File: src/design/mwm_pkg.sv
`timescale 1ns / 1ps
package mwm_pkg;

   // command, wheel and queue geometry
   localparam int CMD_W         = 16;
   localparam int DB_W          = 15;
   localparam int WHEEL_W       = 19;
   localparam int QUOT_W        = 16;
   localparam int QUEUE_DEPTH   = 4;
   localparam int FRAC_BITS_DEF = 15;
   localparam int ANGLE_BITS_DEF = 16;
   localparam int TRIG_BITS_DEF = 10;

   // configuration register indexes
   localparam logic [1:0] REG_FIELD_ORIENTED  = 2'd0;
   localparam logic [1:0] REG_INPUT_DEADBAND  = 2'd1;
   localparam logic [1:0] REG_OUTPUT_DEADBAND = 2'd2;

   localparam logic [14:0] IN_DB_RESET  = 15'd6554;
   localparam logic [14:0] OUT_DB_RESET = 15'd9830;

   // full scale of a wheel command, 1.0 in Q1.15
   localparam logic [WHEEL_W-1:0] WHEEL_ONE = WHEEL_W'(32768);

   // sine series coefficients, Q30
   localparam longint Q30_ONE = 64'sd1 << 30;
   localparam longint C1 = 64'sd1686629713;
   localparam longint C3 = -64'sd693598670;
   localparam longint C5 = 64'sd85569270;
   localparam longint C7 = -64'sd5026990;
   localparam longint C9 = 64'sd172270;

   typedef struct packed {
      logic signed [WHEEL_W-1:0] fl;
      logic signed [WHEEL_W-1:0] fr;
      logic signed [WHEEL_W-1:0] bl;
      logic signed [WHEEL_W-1:0] br;
   } wheel_type;

   typedef enum logic [1:0] {
      B_IDLE,
      B_MAX,
      B_DIV,
      B_DONE
   } back_state_type;

   // quarter wave sine entry, evaluated at elaboration only
   function automatic longint quarter_sine(input int k, input int qbits, input int frac);
      longint t;
      longint t2;
      longint p;
      t  = longint'(k) << (30 - qbits);
      t2 = (t * t) / Q30_ONE;
      p  = C9;
      p  = C7 + (t2 * p) / Q30_ONE;
      p  = C5 + (t2 * p) / Q30_ONE;
      p  = C3 + (t2 * p) / Q30_ONE;
      p  = C1 + (t2 * p) / Q30_ONE;
      p  = (t * p) / Q30_ONE;
      if (p < 0) begin
         p = 0;
      end
      if (p > Q30_ONE) begin
         p = Q30_ONE;
      end
      if (frac < 30) begin
         p = (p + (64'sd1 << (29 - frac))) >>> (30 - frac);
      end
      return p;
   endfunction

   // magnitude below threshold forces zero
   function automatic logic signed [CMD_W-1:0] deadband_cmd(
      input logic signed [CMD_W-1:0] v, input logic [DB_W-1:0] thr);
      logic [CMD_W:0] mag;
      mag = v[CMD_W-1] ? (CMD_W+1)'(-$signed({v[CMD_W-1], v})) : {1'b0, v};
      return (mag < (CMD_W+1)'(thr)) ? '0 : v;
   endfunction

   // clamp to signed 16 bits
   function automatic logic [CMD_W-1:0] sat_cmd(input logic signed [WHEEL_W:0] v);
      logic [CMD_W-1:0] r;
      if (v > (WHEEL_W+1)'(32767)) begin
         r = 16'h7FFF;
      end else if (v < -(WHEEL_W+1)'(32768)) begin
         r = 16'h8000;
      end else begin
         r = v[CMD_W-1:0];
      end
      return r;
   endfunction

endpackage

File: src/design/mwm_queue.sv
`timescale 1ns / 1ps
module mwm_queue (
   input  logic                clock,
   input  logic                reset,
   input  logic                push_valid,
   output logic                push_ready,
   input  mwm_pkg::wheel_type  push_data,
   output logic                pop_valid,
   input  logic                pop_ready,
   output mwm_pkg::wheel_type  pop_data
);
   import mwm_pkg::*;

   localparam int AW = $clog2(QUEUE_DEPTH);

   wheel_type       store_ff [QUEUE_DEPTH];
   logic [AW-1:0]   wr_ff, rd_ff;
   logic [AW:0]     count_ff;
   logic            do_push, do_pop;

   assign push_ready = count_ff != (AW+1)'(QUEUE_DEPTH);
   assign pop_valid  = count_ff != '0;
   assign do_push    = push_valid && push_ready;
   assign do_pop     = pop_valid && pop_ready;
   assign pop_data   = store_ff[rd_ff];

   // storage
   always_ff @(posedge clock) begin
      if (do_push) begin
         store_ff[wr_ff] <= push_data;
      end
   end

   // pointers and fill count
   always_ff @(posedge clock) begin
      if (reset) begin
         wr_ff    <= '0;
         rd_ff    <= '0;
         count_ff <= '0;
      end else begin
         if (do_push) begin
            wr_ff <= wr_ff + AW'(1);
         end
         if (do_pop) begin
            rd_ff <= rd_ff + AW'(1);
         end
         if (do_push && !do_pop) begin
            count_ff <= count_ff + (AW+1)'(1);
         end else if (do_pop && !do_push) begin
            count_ff <= count_ff - (AW+1)'(1);
         end
      end
   end

endmodule

File: config.mk
export PLATFORM = sky130hd
export DESIGN_NAME = mwm_queue
export DESIGN_NICKNAME = d
export VERILOG_FILES = /design/src/design/mwm_pkg.sv /design/src/design/mwm_queue.sv
export SDC_FILE = /design/constraint.sdc
export NUM_CORES = 1
export LEC_CHECK = 0
export BUFFER_PORTS_ARGS = -buffer_cell sky130_fd_sc_hd__buf_2
export CAP_MARGIN = 30
export CORE_ASPECT_RATIO = 1.25
export CORE_MARGIN = 2
export CORE_UTILIZATION = 25
export DETAILED_ROUTE_END_ITERATION = 10
export PLACE_DENSITY = 0.44
export REMOVE_ABC_BUFFERS = 1
export SLEW_MARGIN = 5
export SYNTH_ARGS = -nofsm -noshare
export SYNTH_HDL_FRONTEND = slang
export SYNTH_SLANG_ARGS = --single-unit
File: constraint.sdc
create_clock -name clock -period 4.05 [get_ports clock]
set_input_delay 0.405 -clock clock [delete_from_list [all_inputs] [get_ports clock]]
set_output_delay 0.405 -clock clock [all_outputs]
set_load 0.01 [all_outputs]
Yosys cells after proc, flatten, opt, wreduce, memory -nomap -nowiden
Memories as Yosys holds them, arrays and structs flattened. A register that Yosys moved wholly into a read port is not among the register bits.
Cells that the tools add are included.
{"block": "classes", "addsub": 4, "eq_ne": 1, "n_mux": 6, "n_reduce_logical": 8}
{"op": "$mux W3", "n": 2}
{"op": "$add A2 B1 Y2 const B", "n": 2}
{"op": "$logic_and A1 B1 Y1", "n": 4}
{"op": "$mux W2", "n": 2}
{"op": "$add A3 B1 Y3 const B", "n": 1}
{"op": "$ne A3 B3 Y1 const B", "n": 1}
{"op": "$reduce_bool A3 Y1", "n": 1}
{"op": "$sub A3 B1 Y3 const B", "n": 1}
{"op": "$logic_not A1 Y1", "n": 2}
{"op": "$mux W1", "n": 2}
{"op": "$reduce_bool A2 Y1", "n": 1}
{"block": "totals", "register_bits": 7, "ram_bits": 304, "in_bits": 80, "output_inout_bits": 78, "elab_cells": 23, "mem_count": 1}
{"name": "store_ff", "words": 4, "width": 76, "rd": 1, "rd_ports_with_merged_regs": 1, "wr": 1, "line": "mwm_queue.sv:16", "rtl": "wheel_type store_ff [QUEUE_DEPTH];"}

Longest topological paths before layout
{"block": "depth", "depth_word": 6, "depth_mapped": 8, "mapped_depth_nobuf": 8}

Worst setup path after synthesis
Ideal clock, no wire load.
{"block": "synth_path", "path_kind": "register to register", "start": "reg count_ff[0]", "end": "mem store_ff[0][0] in the netlist's numbering, enable pin", "setup_ns": 0.443, "arrival_time_ns": 2.580, "required_ns": 3.607, "path_slack_ns": 1.028, "path_stages_with_launch": 4, "path_buffers": 0, "synth_period_minus_slack_ns": 3.022, "path_cell_list": "dfxtp_1 -> nor2_1 -> a21boi_2 -> and2_1"}
{"block": "synth_between", "elab_chain_len": 4}
{"element": "start: declaration", "line": "mwm_queue.sv:18", "rtl": "logic [AW:0] count_ff;"}
{"element": "start signal: assignment", "line": "mwm_queue.sv:48", "rtl": "count_ff <= count_ff + (AW+1)'(1);"}
{"element": "start signal: assignment", "line": "mwm_queue.sv:50", "rtl": "count_ff <= count_ff - (AW+1)'(1);"}
{"element": "$ne A3 B3 Y1", "line": "mwm_queue.sv:21", "rtl": "assign push_ready = count_ff != (AW+1)'(QUEUE_DEPTH);"}
{"element": "$logic_and A1 B1 Y1", "line": "mwm_queue.sv:23", "rtl": "assign do_push = push_valid && push_ready;"}
{"element": "named net do_push", "line": "mwm_queue.sv:19", "rtl": "logic do_push, do_pop;"}
{"element": "$mux W1", "line": "mwm_queue.sv:29", "rtl": "if (do_push) begin"}
{"element": "$mux W1 (implied by the code)", "line": "mwm_queue.sv:30", "rtl": "store_ff[wr_ff] <= push_data;"}
{"element": "end: declaration", "line": "mwm_queue.sv:16"}
The timed path passes the listed nets, and every way through them passes these cells.

==> out/metrics.yaml <==
status:
  status: "finished, final reports clean"
final_layout:
  drive_gt1_share_pct: 46.3
  final.fill_count: 4330
  utilization_pct: 31.3
  final_cells: 1235
  diodes: 0
  finalNetCount: 719
  syn_to_final_growth_pct: 23.2
drt:
  num_vias: 5166
  routed_wl_um: 23900
  first_pass_iters: 4
  ant_nets: 0
  route.detailed.drc: 0
  drt_iter0_drc: 245
  viasPerCell: 4.18
  avgRoutedWirePerCell_um: 19.3
timing:
  tightest_slew_ns: 0.737
  timing.fmax_ghz: 0.374
  maxSlewViolCount: 0
  hold_viol_final: 0
  rsz0062_at_grt: "no"
  setup_viol_count_final: 0
  fin_crit_ns: 2.68
  final.setup.tns_ns: 0
  whs_ns: 0.110
  skew_ns: 0.00676
  post-route-period-util_pct: 66.1
  maxSlewHeadroom_pct: 50.9
synthesis:
  synthTopCellsByCount: "304 x edfxtp_1, 76 x mux4_2, 9 x dfxtp_1"
  yosys.area.top_type: "edfxtp_1"
  synth_mux_area_share_pct: 15.2
  yosys.area_share.adder_pct: 0.720
  yosys_warnings: 0
  synth-compound-area-share_pct: 0.327
  ys_seq_area_share_pct: 81.1
  synth_top_family_by_area: "multiplexers"
  synth_edf_count: 304
  synth-async-reset-ratio_pct: 0
  synth_simple_gate_area_share_pct: 0.730
  syn_area_per_cell_sq_um: 25.8
  netlist.area_leader.share_pct: 79.5
  yosys_most_used_dff: "edfxtp_1"
  syn_area_sq_mm: 0.0115
  synth_xor_area_share_pct: 0.305
  ys_ff_latch: 313
  synth.area.top_cells: "edfxtp_1 80%, mux4_2 15%, dfxtp_1 1.6%"
  yosys.cell_count.top_type: "edfxtp_1"
  synth_cell_type_count: 25
  synth_cells: 445
die:
  rows: 87
  dieArea_sq_mm: 0.0476
  fp.dieW_um: 196
  coreArea_sq_mm: 0.0452
  ios: 158
  floorplan.initialDensity_pct: 25.4
  die_h_um: 244
setup_path:
  rr_startpoint: "count_ff[1]"
  cp.arrival_ns: 2.27
  startpoint_type: "flip-flop"
  critPathMaxStageDelay_ns: 0.56
  slowest_stage: "mux4_2"
  endpoint_kind: "output pin"
  cp_max_fo: 24
  crit_chain: "buf_4 > buf_12 > mux4_2 > buf_2"
  cp.required_ns: 3.64
  timing_worst_setup_path_type: "flip-flop to output pin"
placement:
  placedCellCount: 1172
  io_buffer_count: 157
  gp_congestion: 0.698
  dpl.hpwl_um: 14200
clock_network:
  cts_resized: 0
  post-cts-setup-buffers: 0
  clk_latency_ns: 0.50
  cts_tree: "yes"
  cts_root_buf: "clkbuf_16"
  clkSinkCount: 313
  cts_hold_buf: 0
  numCtsBuffers: 36
  clkTransAtPathRegs_ns: 0.06
  clockBufferDepth: 3
  h-tree-depth: 2
min_path:
  worstHoldPathType: "primary input to flip-flop"
  hp-start: "push_data[41]"
power_and_ir_drop:
  peakVddDrop_v: 0.000364
  p_per_area_mw_per_mm2: 654
  power_w: 0.00924
  leakage_nw: 4.67
global_route:
  grt_overflow: 0
  grt_pass1_vias: 5876
  antenna_found_initial: 2
  grtUsageTotal_pct: 10.1
  grt_max_degree: 45
  grt_pass1_wl_um: 35900
flow_run:
  cap_violations: 0
final timing paths:
kind	slack (ns)	endpoint	depth (start not counted)
min	0.11	store_ff[0][41]	1
max reg2reg	1.70	store_ff[3][74]	4
min reg2reg	0.52	rd_ff[1]	2
max	1.37	pop_data[70]	4
kinds of logic after synthesis:
group | Yosys count
muxes | 79
DFF | 313
AOI/OAI and AO/OA | 5
and+or+nand+nor | 17
buffers and inverters | 21
adders and majority gates | 6
xor gates and xnor gates | 4
metal layers:
metal | share of wire (%) | vias to the layer above | track usage [%] | routed length (um)
li1 | - | 2274 | - | -
met4 | 2.6 | 4 | 3.57 | 622
met2 | 50 | 129 | 17.0 | 11900
met5 | 0.11 | - | 0 | 27
met3 | 6.0 | 45 | 3.00 | 1440
met1 | 41 | 2714 | 12.3 | 9890
cell type report:
type                    instances  area, sq um  area share, %
repair buffers                168          926           6.55
multi-input cells             111         1990           14.1
inverters                       3         11.3         0.0797
clock inverters                19          219           1.55
well taps                     578          723           5.12
flip-flops and latches        313         9320           65.9
clock buffers                  43          948           6.71
critical path, delay by kind of cell (launching register included):
kind,cells,cell delay (ns)
flip-flops,1,0.34
buffers and inverters,3,0.84
multiplexers,1,0.56
report_power, final:
| group | internal (W) | total (W) | leakage (nW) | switching [W] |
|---|---|---|---|---|
| Sequential | 0.00394 | 0.00404 | 2.86 | 0.000107 |
| Clock | 0.00198 | 0.00320 | 0.579 | 0.00122 |
| Combinational | 0.000946 | 0.00200 | 1.23 | 0.00105 |
| Total | 0.00686 | 0.00924 | 4.67 | 0.00238 |
metrics by stage:
step	area, sq um	setup slack [ns]
2_1_floorplan	11300	-0.249
3_3_place_gp	12900	1.65
3_5_place_dp	12900	1.63
4_1_cts	14100	1.12
5_1_grt	14100	1.20
6_report	14100	1.37
sequential cells by signal, summed over array words and instances, names as in the netlist, named ones only:
register,count
rd_ff,2
count_ff,3
wr_ff,2
store_ff,304
placed cells by master, fill, tap and decap left out, types with 2 or more instances in the layout:
| cell type | instances |
|---|---|
| and2_4 | 4 |
| buf_12 | 3 |
| buf_2 | 157 |
| buf_4 | 7 |
| bufinv_16 | 5 |
| clkbuf_1 | 6 |
| clkbuf_16 | 37 |
| clkinv_1 | 4 |
| clkinv_2 | 9 |
| dfxtp_1 | 7 |
| dfxtp_4 | 2 |
| edfxtp_1 | 304 |
| ha_1 | 5 |
| inv_1 | 3 |
| mux2i_1 | 2 |
| mux4_2 | 76 |
| nand2b_1 | 2 |
| nor2_1 | 8 |
| or3_1 | 2 |
| xor2_1 | 4 |
Note: power is estimated with default switching activity, not from simulation.
