`config.mk`:
```
export PLATFORM = sky130hd
export DESIGN_NAME = mwm_back
export DESIGN_NICKNAME = d
export VERILOG_FILES = /design/src/design/mwm_pkg.sv /design/src/design/mwm_back.sv
export SDC_FILE = /design/constraint.sdc
export NUM_CORES = 1
export LEC_CHECK = 0
export BUFFER_PORTS_ARGS = -buffer_cell sky130_fd_sc_hd__clkbuf_2
export CAP_MARGIN = 5
export CELL_PAD_IN_SITES_DETAIL_PLACEMENT = 1
export CELL_PAD_IN_SITES_GLOBAL_PLACEMENT = 2
export CORE_MARGIN = 1
export CORE_UTILIZATION = 38
export CTS_BUF_LIST = sky130_fd_sc_hd__clkbuf_4 sky130_fd_sc_hd__clkbuf_8
export DETAILED_ROUTE_END_ITERATION = 12
export PLACE_DENSITY = 0.86
export SYNTH_ARGS = -nofsm -noshare
export SYNTH_HDL_FRONTEND = slang
export SYNTH_SLANG_ARGS = --single-unit
```
`constraint.sdc`:
```
create_clock -name clock -period 5.8 [get_ports clock]
set_clock_uncertainty 0.1 [all_clocks]
set_input_delay 1.16 -clock clock [delete_from_list [all_inputs] [get_ports clock]]
set_output_delay 1.16 -clock clock [all_outputs]
set_load 0.02 [all_outputs]
```
`src/design/mwm_pkg.sv`:
```
`timescale 1ns / 1ps
package mwm_pkg;

   // command, wheel and queue geometry
   localparam int CMD_W         = 16;
   localparam int DB_W          = 15;
   localparam int WHEEL_W       = 19;
   localparam int QUOT_W        = 16;
   localparam int QUEUE_DEPTH   = 4;
   localparam int FRAC_BITS_DEF = 15;
   localparam int ANGLE_BITS_DEF = 16;
   localparam int TRIG_BITS_DEF = 10;

   // configuration register indexes
   localparam logic [1:0] REG_FIELD_ORIENTED  = 2'd0;
   localparam logic [1:0] REG_INPUT_DEADBAND  = 2'd1;
   localparam logic [1:0] REG_OUTPUT_DEADBAND = 2'd2;

   localparam logic [14:0] IN_DB_RESET  = 15'd6554;
   localparam logic [14:0] OUT_DB_RESET = 15'd9830;

   // full scale of a wheel command, 1.0 in Q1.15
   localparam logic [WHEEL_W-1:0] WHEEL_ONE = WHEEL_W'(32768);

   // sine series coefficients, Q30
   localparam longint Q30_ONE = 64'sd1 << 30;
   localparam longint C1 = 64'sd1686629713;
   localparam longint C3 = -64'sd693598670;
   localparam longint C5 = 64'sd85569270;
   localparam longint C7 = -64'sd5026990;
   localparam longint C9 = 64'sd172270;

   typedef struct packed {
      logic signed [WHEEL_W-1:0] fl;
      logic signed [WHEEL_W-1:0] fr;
      logic signed [WHEEL_W-1:0] bl;
      logic signed [WHEEL_W-1:0] br;
   } wheel_type;

   typedef enum logic [1:0] {
      B_IDLE,
      B_MAX,
      B_DIV,
      B_DONE
   } back_state_type;

   // quarter wave sine entry, evaluated at elaboration only
   function automatic longint quarter_sine(input int k, input int qbits, input int frac);
      longint t;
      longint t2;
      longint p;
      t  = longint'(k) << (30 - qbits);
      t2 = (t * t) / Q30_ONE;
      p  = C9;
      p  = C7 + (t2 * p) / Q30_ONE;
      p  = C5 + (t2 * p) / Q30_ONE;
      p  = C3 + (t2 * p) / Q30_ONE;
      p  = C1 + (t2 * p) / Q30_ONE;
      p  = (t * p) / Q30_ONE;
      if (p < 0) begin
         p = 0;
      end
      if (p > Q30_ONE) begin
         p = Q30_ONE;
      end
      if (frac < 30) begin
         p = (p + (64'sd1 << (29 - frac))) >>> (30 - frac);
      end
      return p;
   endfunction

   // magnitude below threshold forces zero
   function automatic logic signed [CMD_W-1:0] deadband_cmd(
      input logic signed [CMD_W-1:0] v, input logic [DB_W-1:0] thr);
      logic [CMD_W:0] mag;
      mag = v[CMD_W-1] ? (CMD_W+1)'(-$signed({v[CMD_W-1], v})) : {1'b0, v};
      return (mag < (CMD_W+1)'(thr)) ? '0 : v;
   endfunction

   // clamp to signed 16 bits
   function automatic logic [CMD_W-1:0] sat_cmd(input logic signed [WHEEL_W:0] v);
      logic [CMD_W-1:0] r;
      if (v > (WHEEL_W+1)'(32767)) begin
         r = 16'h7FFF;
      end else if (v < -(WHEEL_W+1)'(32768)) begin
         r = 16'h8000;
      end else begin
         r = v[CMD_W-1:0];
      end
      return r;
   endfunction

endpackage

```
`src/design/mwm_back.sv`:
```
`timescale 1ns / 1ps
module mwm_back (
   input  logic                clock,
   input  logic                reset,
   input  logic                pop_valid,
   output logic                pop_ready,
   input  mwm_pkg::wheel_type  pop_data,
   input  logic [14:0]         output_deadband,
   output logic                out_valid,
   input  logic                out_ready,
   output logic [63:0]         out_data,
   output logic                out_scaled
);
   import mwm_pkg::*;

   localparam int RW = WHEEL_W + 1;
   localparam int CW = $clog2(QUOT_W);

   back_state_type            state_ff, state_in;
   logic signed [WHEEL_W-1:0] w_ff   [4];
   logic [WHEEL_W-1:0]        mag_ff [4];
   logic [RW-1:0]             rem_ff [4];
   logic [QUOT_W-1:0]         lo_ff  [4];
   logic [QUOT_W-1:0]         q_ff   [4];
   logic [WHEEL_W-1:0]        mx_ff;
   logic                      scaled_ff;
   logic [CW-1:0]             cnt_ff;
   logic                      out_valid_ff;
   logic [63:0]               out_data_ff;
   logic                      out_scaled_ff;

   logic signed [WHEEL_W-1:0] w_new [4];
   logic [WHEEL_W-1:0]        mx01, mx23, mx_all;
   logic [RW-1:0]             trial [4];
   logic                      fits  [4];
   logic signed [WHEEL_W:0]   fin   [4];
   logic [15:0]               drive [4];
   logic                      load_out;

   assign w_new[0] = pop_data.fl;
   assign w_new[1] = pop_data.fr;
   assign w_new[2] = pop_data.bl;
   assign w_new[3] = pop_data.br;

   // largest magnitude
   assign mx01   = (mag_ff[0] > mag_ff[1]) ? mag_ff[0] : mag_ff[1];
   assign mx23   = (mag_ff[2] > mag_ff[3]) ? mag_ff[2] : mag_ff[3];
   assign mx_all = (mx01 > mx23) ? mx01 : mx23;

   // one restoring step per lane, and the final value with deadband
   always_comb begin
      for (int i = 0; i < 4; i++) begin
         trial[i] = {rem_ff[i][RW-2:0], lo_ff[i][QUOT_W-1]};
         fits[i]  = trial[i] >= RW'(mx_ff);
         if (scaled_ff) begin
            fin[i] = w_ff[i][WHEEL_W-1] ? -(WHEEL_W+1)'(q_ff[i]) : (WHEEL_W+1)'(q_ff[i]);
            if (q_ff[i] < QUOT_W'(output_deadband)) begin
               fin[i] = '0;
            end
         end else begin
            fin[i] = (WHEEL_W+1)'(w_ff[i]);
            if (mag_ff[i] < WHEEL_W'(output_deadband)) begin
               fin[i] = '0;
            end
         end
      end
      drive[0] = sat_cmd(-fin[0]);
      drive[1] = sat_cmd(fin[1]);
      drive[2] = sat_cmd(-fin[2]);
      drive[3] = sat_cmd(fin[3]);
   end

   // sequencer
   always_comb begin
      state_in  = state_ff;
      pop_ready = 1'b0;
      load_out  = 1'b0;
      case (state_ff)
         B_IDLE: begin
            pop_ready = 1'b1;
            if (pop_valid) begin
               state_in = B_MAX;
            end
         end
         B_MAX: begin
            state_in = (mx_all > WHEEL_ONE) ? B_DIV : B_DONE;
         end
         B_DIV: begin
            if (cnt_ff == CW'(QUOT_W-1)) begin
               state_in = B_DONE;
            end
         end
         B_DONE: begin
            if (!out_valid_ff || out_ready) begin
               load_out = 1'b1;
               state_in = B_IDLE;
            end
         end
         default: state_in = B_IDLE;
      endcase
   end

   always_ff @(posedge clock) begin
      if (reset) begin
         state_ff <= B_IDLE;
      end else begin
         state_ff <= state_in;
      end
   end

   // datapath of the divider lanes
   always_ff @(posedge clock) begin
      case (state_ff)
         B_IDLE: begin
            for (int i = 0; i < 4; i++) begin
               w_ff[i]   <= w_new[i];
               mag_ff[i] <= w_new[i][WHEEL_W-1] ? -w_new[i] : w_new[i];
            end
         end
         B_MAX: begin
            mx_ff     <= mx_all;
            scaled_ff <= mx_all > WHEEL_ONE;
            cnt_ff    <= '0;
            for (int i = 0; i < 4; i++) begin
               rem_ff[i] <= RW'(mag_ff[i] >> 1);
               lo_ff[i]  <= {mag_ff[i][0], (QUOT_W-1)'(0)};
               q_ff[i]   <= '0;
            end
         end
         B_DIV: begin
            cnt_ff <= cnt_ff + CW'(1);
            for (int i = 0; i < 4; i++) begin
               rem_ff[i] <= fits[i] ? trial[i] - RW'(mx_ff) : trial[i];
               lo_ff[i]  <= lo_ff[i] << 1;
               q_ff[i]   <= {q_ff[i][QUOT_W-2:0], fits[i]};
            end
         end
         default: begin
         end
      endcase
   end

   // output register
   always_ff @(posedge clock) begin
      if (reset) begin
         out_valid_ff <= 1'b0;
      end else if (load_out) begin
         out_valid_ff <= 1'b1;
      end else if (out_ready) begin
         out_valid_ff <= 1'b0;
      end
   end

   always_ff @(posedge clock) begin
      if (load_out) begin
         out_data_ff   <= {drive[3], drive[2], drive[1], drive[0]};
         out_scaled_ff <= scaled_ff;
      end
   end

   assign out_valid  = out_valid_ff;
   assign out_data   = out_data_ff;
   assign out_scaled = out_scaled_ff;

endmodule

```
---- After elaboration in Yosys (flattened, before gate mapping) ----
Memories as Yosys holds them, arrays and structs flattened.
Index checks and enable logic that the tools add are counted.
cells by class
  bitwise logic cells ..................... 12
  multiplexer cells ....................... 59
  equal/unequal tests ..................... 7
  add/sub/neg operators ................... 15
  magnitude comparators ................... 24
  reductions and logical operators ........ 6
operators by type and width
  kind                  number
  $mux 20               24
  $mux 19               7
  $mux 16               8
  $ge 20x19->1          4
  $gt 20x16->1 const B  4
  $lt 20x16->1 const B  4
  $neg 16->20           4
  $sub 20x19->20        4
  $lt 19x15->1          4
  $neg 19->19           4
  $lt 16x15->1          4
  $mux 15               4
  $gt 19x19->1          3
  $neg 20->20           2
  $gt 19x16->1 const B  1
  $or 1x1->1            12
  $mux 1                11
  $pmux 2 s4            1
  $pmux 4 s2            1
  $mux 2                3
  $ne 2x2->1 const B    3
  $add 4x1->4 const B   1
  $eq 2x2->1 const B    2
  $eq 4x4->1 const B    1
  6 further kinds       7
word-level totals
  memories ................................ 5
  output and inout bits ................... 67
  flip-flop bits (word level) ............. 92
  bits in writable memories ............... 356
memories
  name    words  bits a word  rd ports  clocked after Yosys merged registers in  write ports  line            RTL
  rem_ff  4      20           4         0                                        4            mwm_back.sv:22  logic [RW-1:0] rem_ff [4];
  mag_ff  4      19           4         0                                        4            mwm_back.sv:21  logic [WHEEL_W-1:0] mag_ff [4];
  w_ff    4      19           4         0                                        4            mwm_back.sv:20  logic signed [WHEEL_W-1:0] w_ff [4];
  q_ff    4      16           4         0                                        4            mwm_back.sv:24  logic [QUOT_W-1:0] q_ff [4];
  lo_ff   4      15           4         0                                        4            mwm_back.sv:23  logic [QUOT_W-1:0] lo_ff [4];

---- Depth between registers and ports, before layout ----
An unclocked memory read counts as a cell.
  word-level depth ........................ 8
  gate-level depth with buffers ........... 27

---- Worst setup path after synthesis ----
OpenSTA, ideal clock, no wires.
  kind .................................... in2reg
  start point ............................. in output_deadband[2]
  end point ............................... reg out_data_ff[6] (netlist: out_data[6]), data pin
  slack ................................... 0.151 ns
  setup time .............................. 0.272 ns
  arrival time ............................ 5.277 ns
  stages on the path ...................... 21
  cells stage by stage .................... inv_1 -> ha_1 -> a211o_1 -> a31oi_1 -> o22ai_1 -> or4_1 -> a41oi_2 -> clkbuf_1 -> clkbuf_1 -> nor2_1 -> a21oi_1 -> ha_1 -> a21boi_0 -> o211ai_1 -> buf_2 -> nor4_1 -> mux2_2 -> o211ai_1 -> o21ai_1 -> buf_1 -> o21ai_0
on the way
  cells in the longest elaborated chain, start to end .. 6
  elaborated cells between the ends (all ways) .. 9
  classes of those cells .................. add/sub (1); order compare (4); mux (4)
ends and longest elaborated chain
  what                                          line                            RTL
  start: declaration                            mwm_back.sv:8                   input logic [14:0] output_deadband,
  $lt 19x15->1 or $lt 16x15->1 (tied branches)  mwm_back.sv:62, mwm_back.sv:57
  $mux 20 (on tied branches)                    mwm_back.sv:62, mwm_back.sv:57
  $mux 20 (*)                                   mwm_back.sv:55                  if (scaled_ff) begin
  $neg 20->20 (*)                               mwm_back.sv:67                  drive[0] = sat_cmd(-fin[0]);
  $lt 20x16->1                                  mwm_pkg.sv:85                   end else if (v < -(WHEEL_W+1)'(32768)) begin
  $mux 16                                       mwm_pkg.sv:85
  end signal: assignment                        mwm_back.sv:156                 out_data_ff <= {drive[3], drive[2], drive[1], drive[0]};
  end: declaration                              mwm_back.sv:29                  logic [63:0] out_data_ff;
Every way passes the cells marked *; elsewhere a longest branch is shown, timed or not.
A chain may end at the register's enable or synchronous reset.

==> results.yml <==
worst_hold_path:
  holdPathStages: 1
  hold_path_end: "cnt_ff[0]$_SDFFCE_PN0P_"
  hold_path.class: "reg -> reg"
  min_from: "cnt_ff[0]$_SDFFCE_PN0P_"
logic_synthesis:
  synthesis.area_um2: 27430
  syn_avg_cell_area_um2: 9.999
  ys_seq_elements: 384
  yosys_warnings: 0
  synth_flop_cell: "edfxtp_1"
  synth_fp_nets: 3104
  synth_cell_types: 96
  synth_seq_area_share: 0.4193
  synth_top_area_share: 0.4171
  synthTopCellsByArea: "edfxtp_1 (42%), ha_1 (12%), xnor2_1 (4.4%), a21oi_1 (3.9%), mux2i_1 (3.3%)"
  async_reset_ff_frac: 0
  synthCells: 2743
  synth-edff-count: 381
  yosys.area.top_type: "edfxtp_1"
critical_path:
  worstPathRequired_ns: 6.09
  startpoint_type: "flop"
  end_kind: "flop"
  crit_start: "mag_ff[1][9]$_DFFE_PP_"
  r2r.worst_path.cells: 23
  r2r-start: "mag_ff[1][9]$_DFFE_PP_"
  cp_data_arrival_time_ns: 5.92
  rr_endpoint: "scaled_ff$_DFFE_PP_"
  r2r_slack_ns: 0.18
  cp_max_fo: 8
  crit_type: "reg -> reg"
clock_network:
  cts_buffers: 72
  clock_latency_ns: 0.67
  clock_path_buffers: 3
  cts_tree: "built"
  clkTransAtPathRegs_ns: 0.06
  htree_levels: 3
  clkSinkCount: 384
  root_buffer: "clkbuf_8"
  ctsHoldBuffers: 0
detailed_routing:
  via_count: 23020
  viasPerCell: 5.755
  drt_pre_antenna_iters: 5
  drc: 0
  first_iter_violations: 1522
  ant_nets: 0
  finalWirelength_um: 94280
  wl_per_cell_um: 23.57
sta:
  slew_viol_final: 0
  setup_violations: 0
  tightest_slew_ns: 1.297
  final.setup.worst_slack_ns: 0.1781
  max_slew_margin: 0.1334
  period_needed_ns: 5.622
  whs_ns: 0.5089
  min_period_over_period: 0.9693
  max_freq_mhz: 177.9
  finalHoldViolations: 0
flow_run:
  cap_violations: 0
placed_design:
  place_ws_ns: -0.3025
  gp_congestion: 0.9449
  dp_hpwl_um: 72440
  io_buffers: 161
grt:
  grtUsageTotal: 0.2545
  gr-total-overflow: 0
  grt_pass1_wl_um: 143800
  first_global_vias: 24030
  grt_max_degree: 94
  antenna_found_initial: 3
final_layout:
  nets: 3356
  layout_commonest_cell: "edfxtp_1"
  area_delta_synth_final_pct: 14.38
  drive_gt1_frac: 0.1512
  layout_common_cells: "edfxtp_1 (381), ha_1 (260), nor2_1 (215), a21oi_1 (213)"
floorplanning:
  die-height_um: 270.7
  fp-row-count: 98
  start_util: 0.3837
  die-area_um2: 73260
  design.portCount: 162
  core_area_um2: 71490
  die_w_um: 270.7
run_status:
  status: "complete, no violations"
-- flip-flops by register name, summed over array words and instances (netlist names) --
name / cells
state_ff: 2
out_data: 64
w_ff: 75
scaled_ff: 1
mx_ff: 19
lo_ff: 4
cnt_ff: 4
mag_ff: 73
q_ff: 64
out_valid: 1
rem_ff: 76
out_scaled: 1
-- layer usage --
layer / GRT usage / vias up / share of wire
li1: - / 10710 / -
met1: 0.3425 / 11530 / 0.45
met2: 0.4179 / 622 / 0.47
met3: 0.03124 / 153 / 0.053
met4: 0.09367 / 2 / 0.032
met5: 0 / - / 0.00013
-- logic make-up after synthesis --
logic type	after synthesis	synth area share
XOR/XNOR	198	0.06323
AO/OA/AOI/OAI	750	0.1768
multiplexers	100	0.03695
flip-flops	384	0.4193
buffers and inverters	269	0.03823
AND/OR/NAND/NOR	776	0.1431
adder cells (fa/ha/maj)	266	0.1224
-- worst max-delay path, stage by stage (launching register included) --
cell and delay (ns):
edfxtp_1 0.38, inv_1 0.10, ha_1 0.31, nand4_1 0.14, or2_2 0.34, o21bai_1 0.17, o2111a_1 0.18, o211a_1 0.25
nor2_2 0.20, buf_4 0.17, o21ai_0 0.14, ha_1 0.35, nand4_1 0.16, or2_2 0.37, buf_4 0.15, o21ai_0 0.16
a211o_1 0.18, o41ai_4 0.17, buf_6 0.19, a211o_1 0.28, o32ai_1 0.14, o2111ai_1 0.22, o31ai_2 0.43, nand2_1 0.09
-- how the worst max path moves through the flow --
stage,endpoint,slack [ns],cells past startpoint
2_1_floorplan,out_data[6]$_SDFFCE_PN1P_,0.15,21
3_3_place_gp,out_data[34]$_SDFFCE_PN1P_,-0.02,15
3_5_place_dp,scaled_ff$_DFFE_PP_,-0.30,19
4_1_cts,scaled_ff$_DFFE_PP_,0.10,23
5_1_grt,scaled_ff$_DFFE_PP_,-0.004,24
6_report,scaled_ff$_DFFE_PP_,0.18,23
-- through the flow --
stage                     instance area (µm²)   TNS (ns)  instances  utilization
after floorplan                         27430          0       2743            -
after global placement                  29900   -0.04714       3868       0.4183
after detailed placement                29900     -4.236       3868       0.4183
after CTS                               31330          0       3995       0.4383
after global routing                    31370  -0.004003       3999       0.4388
final                                   31370          0       4000       0.4388
-- cells in the mapped netlist (all sizes together) (7+ instances only) --
master / number
a211o: 10
a211oi: 15
a21boi: 13
a21o: 75
a21oi: 214
a22oi: 30
a31oi: 16
and2: 67
and3: 15
buf: 24
clkbuf: 73
edfxtp: 381
ha: 262
inv: 171
mux2: 10
mux2i: 90
nand2: 172
nand2b: 28
nand3: 46
nand4: 32
nor2: 216
nor2b: 33
nor3: 50
nor4: 17
nor4b: 7
o211ai: 27
o21a: 17
o21ai: 183
o21bai: 9
o22ai: 25
o31ai: 39
o41ai: 20
or2: 18
or3: 40
or4: 18
xnor2: 138
xor2: 60
-- area by class of cell --
class | count | area, µm²
antenna | 2 | 5.005
clock buffer | 85 | 1101
clock inverter | 42 | 307.8
fill | 8066 | 40110
inverter | 172 | 645.6
multi-input combinational | 2090 | 14940
sequential | 384 | 11500
tap | 950 | 1189
timing repair buffer | 275 | 1678
-- repair_timing --
action                                 CTS  global route
pin swaps                                0             3
setup endpoints to repair                2             3
gates resized for setup                  2             4
buffers inserted                         0             3
endpoints found under the hold margin    0             0
gates cloned                             0             0
Power is left out: the tool's default activity adds up to more than one toggle a clock period on the data nets, which glitch-free logic cannot reach.
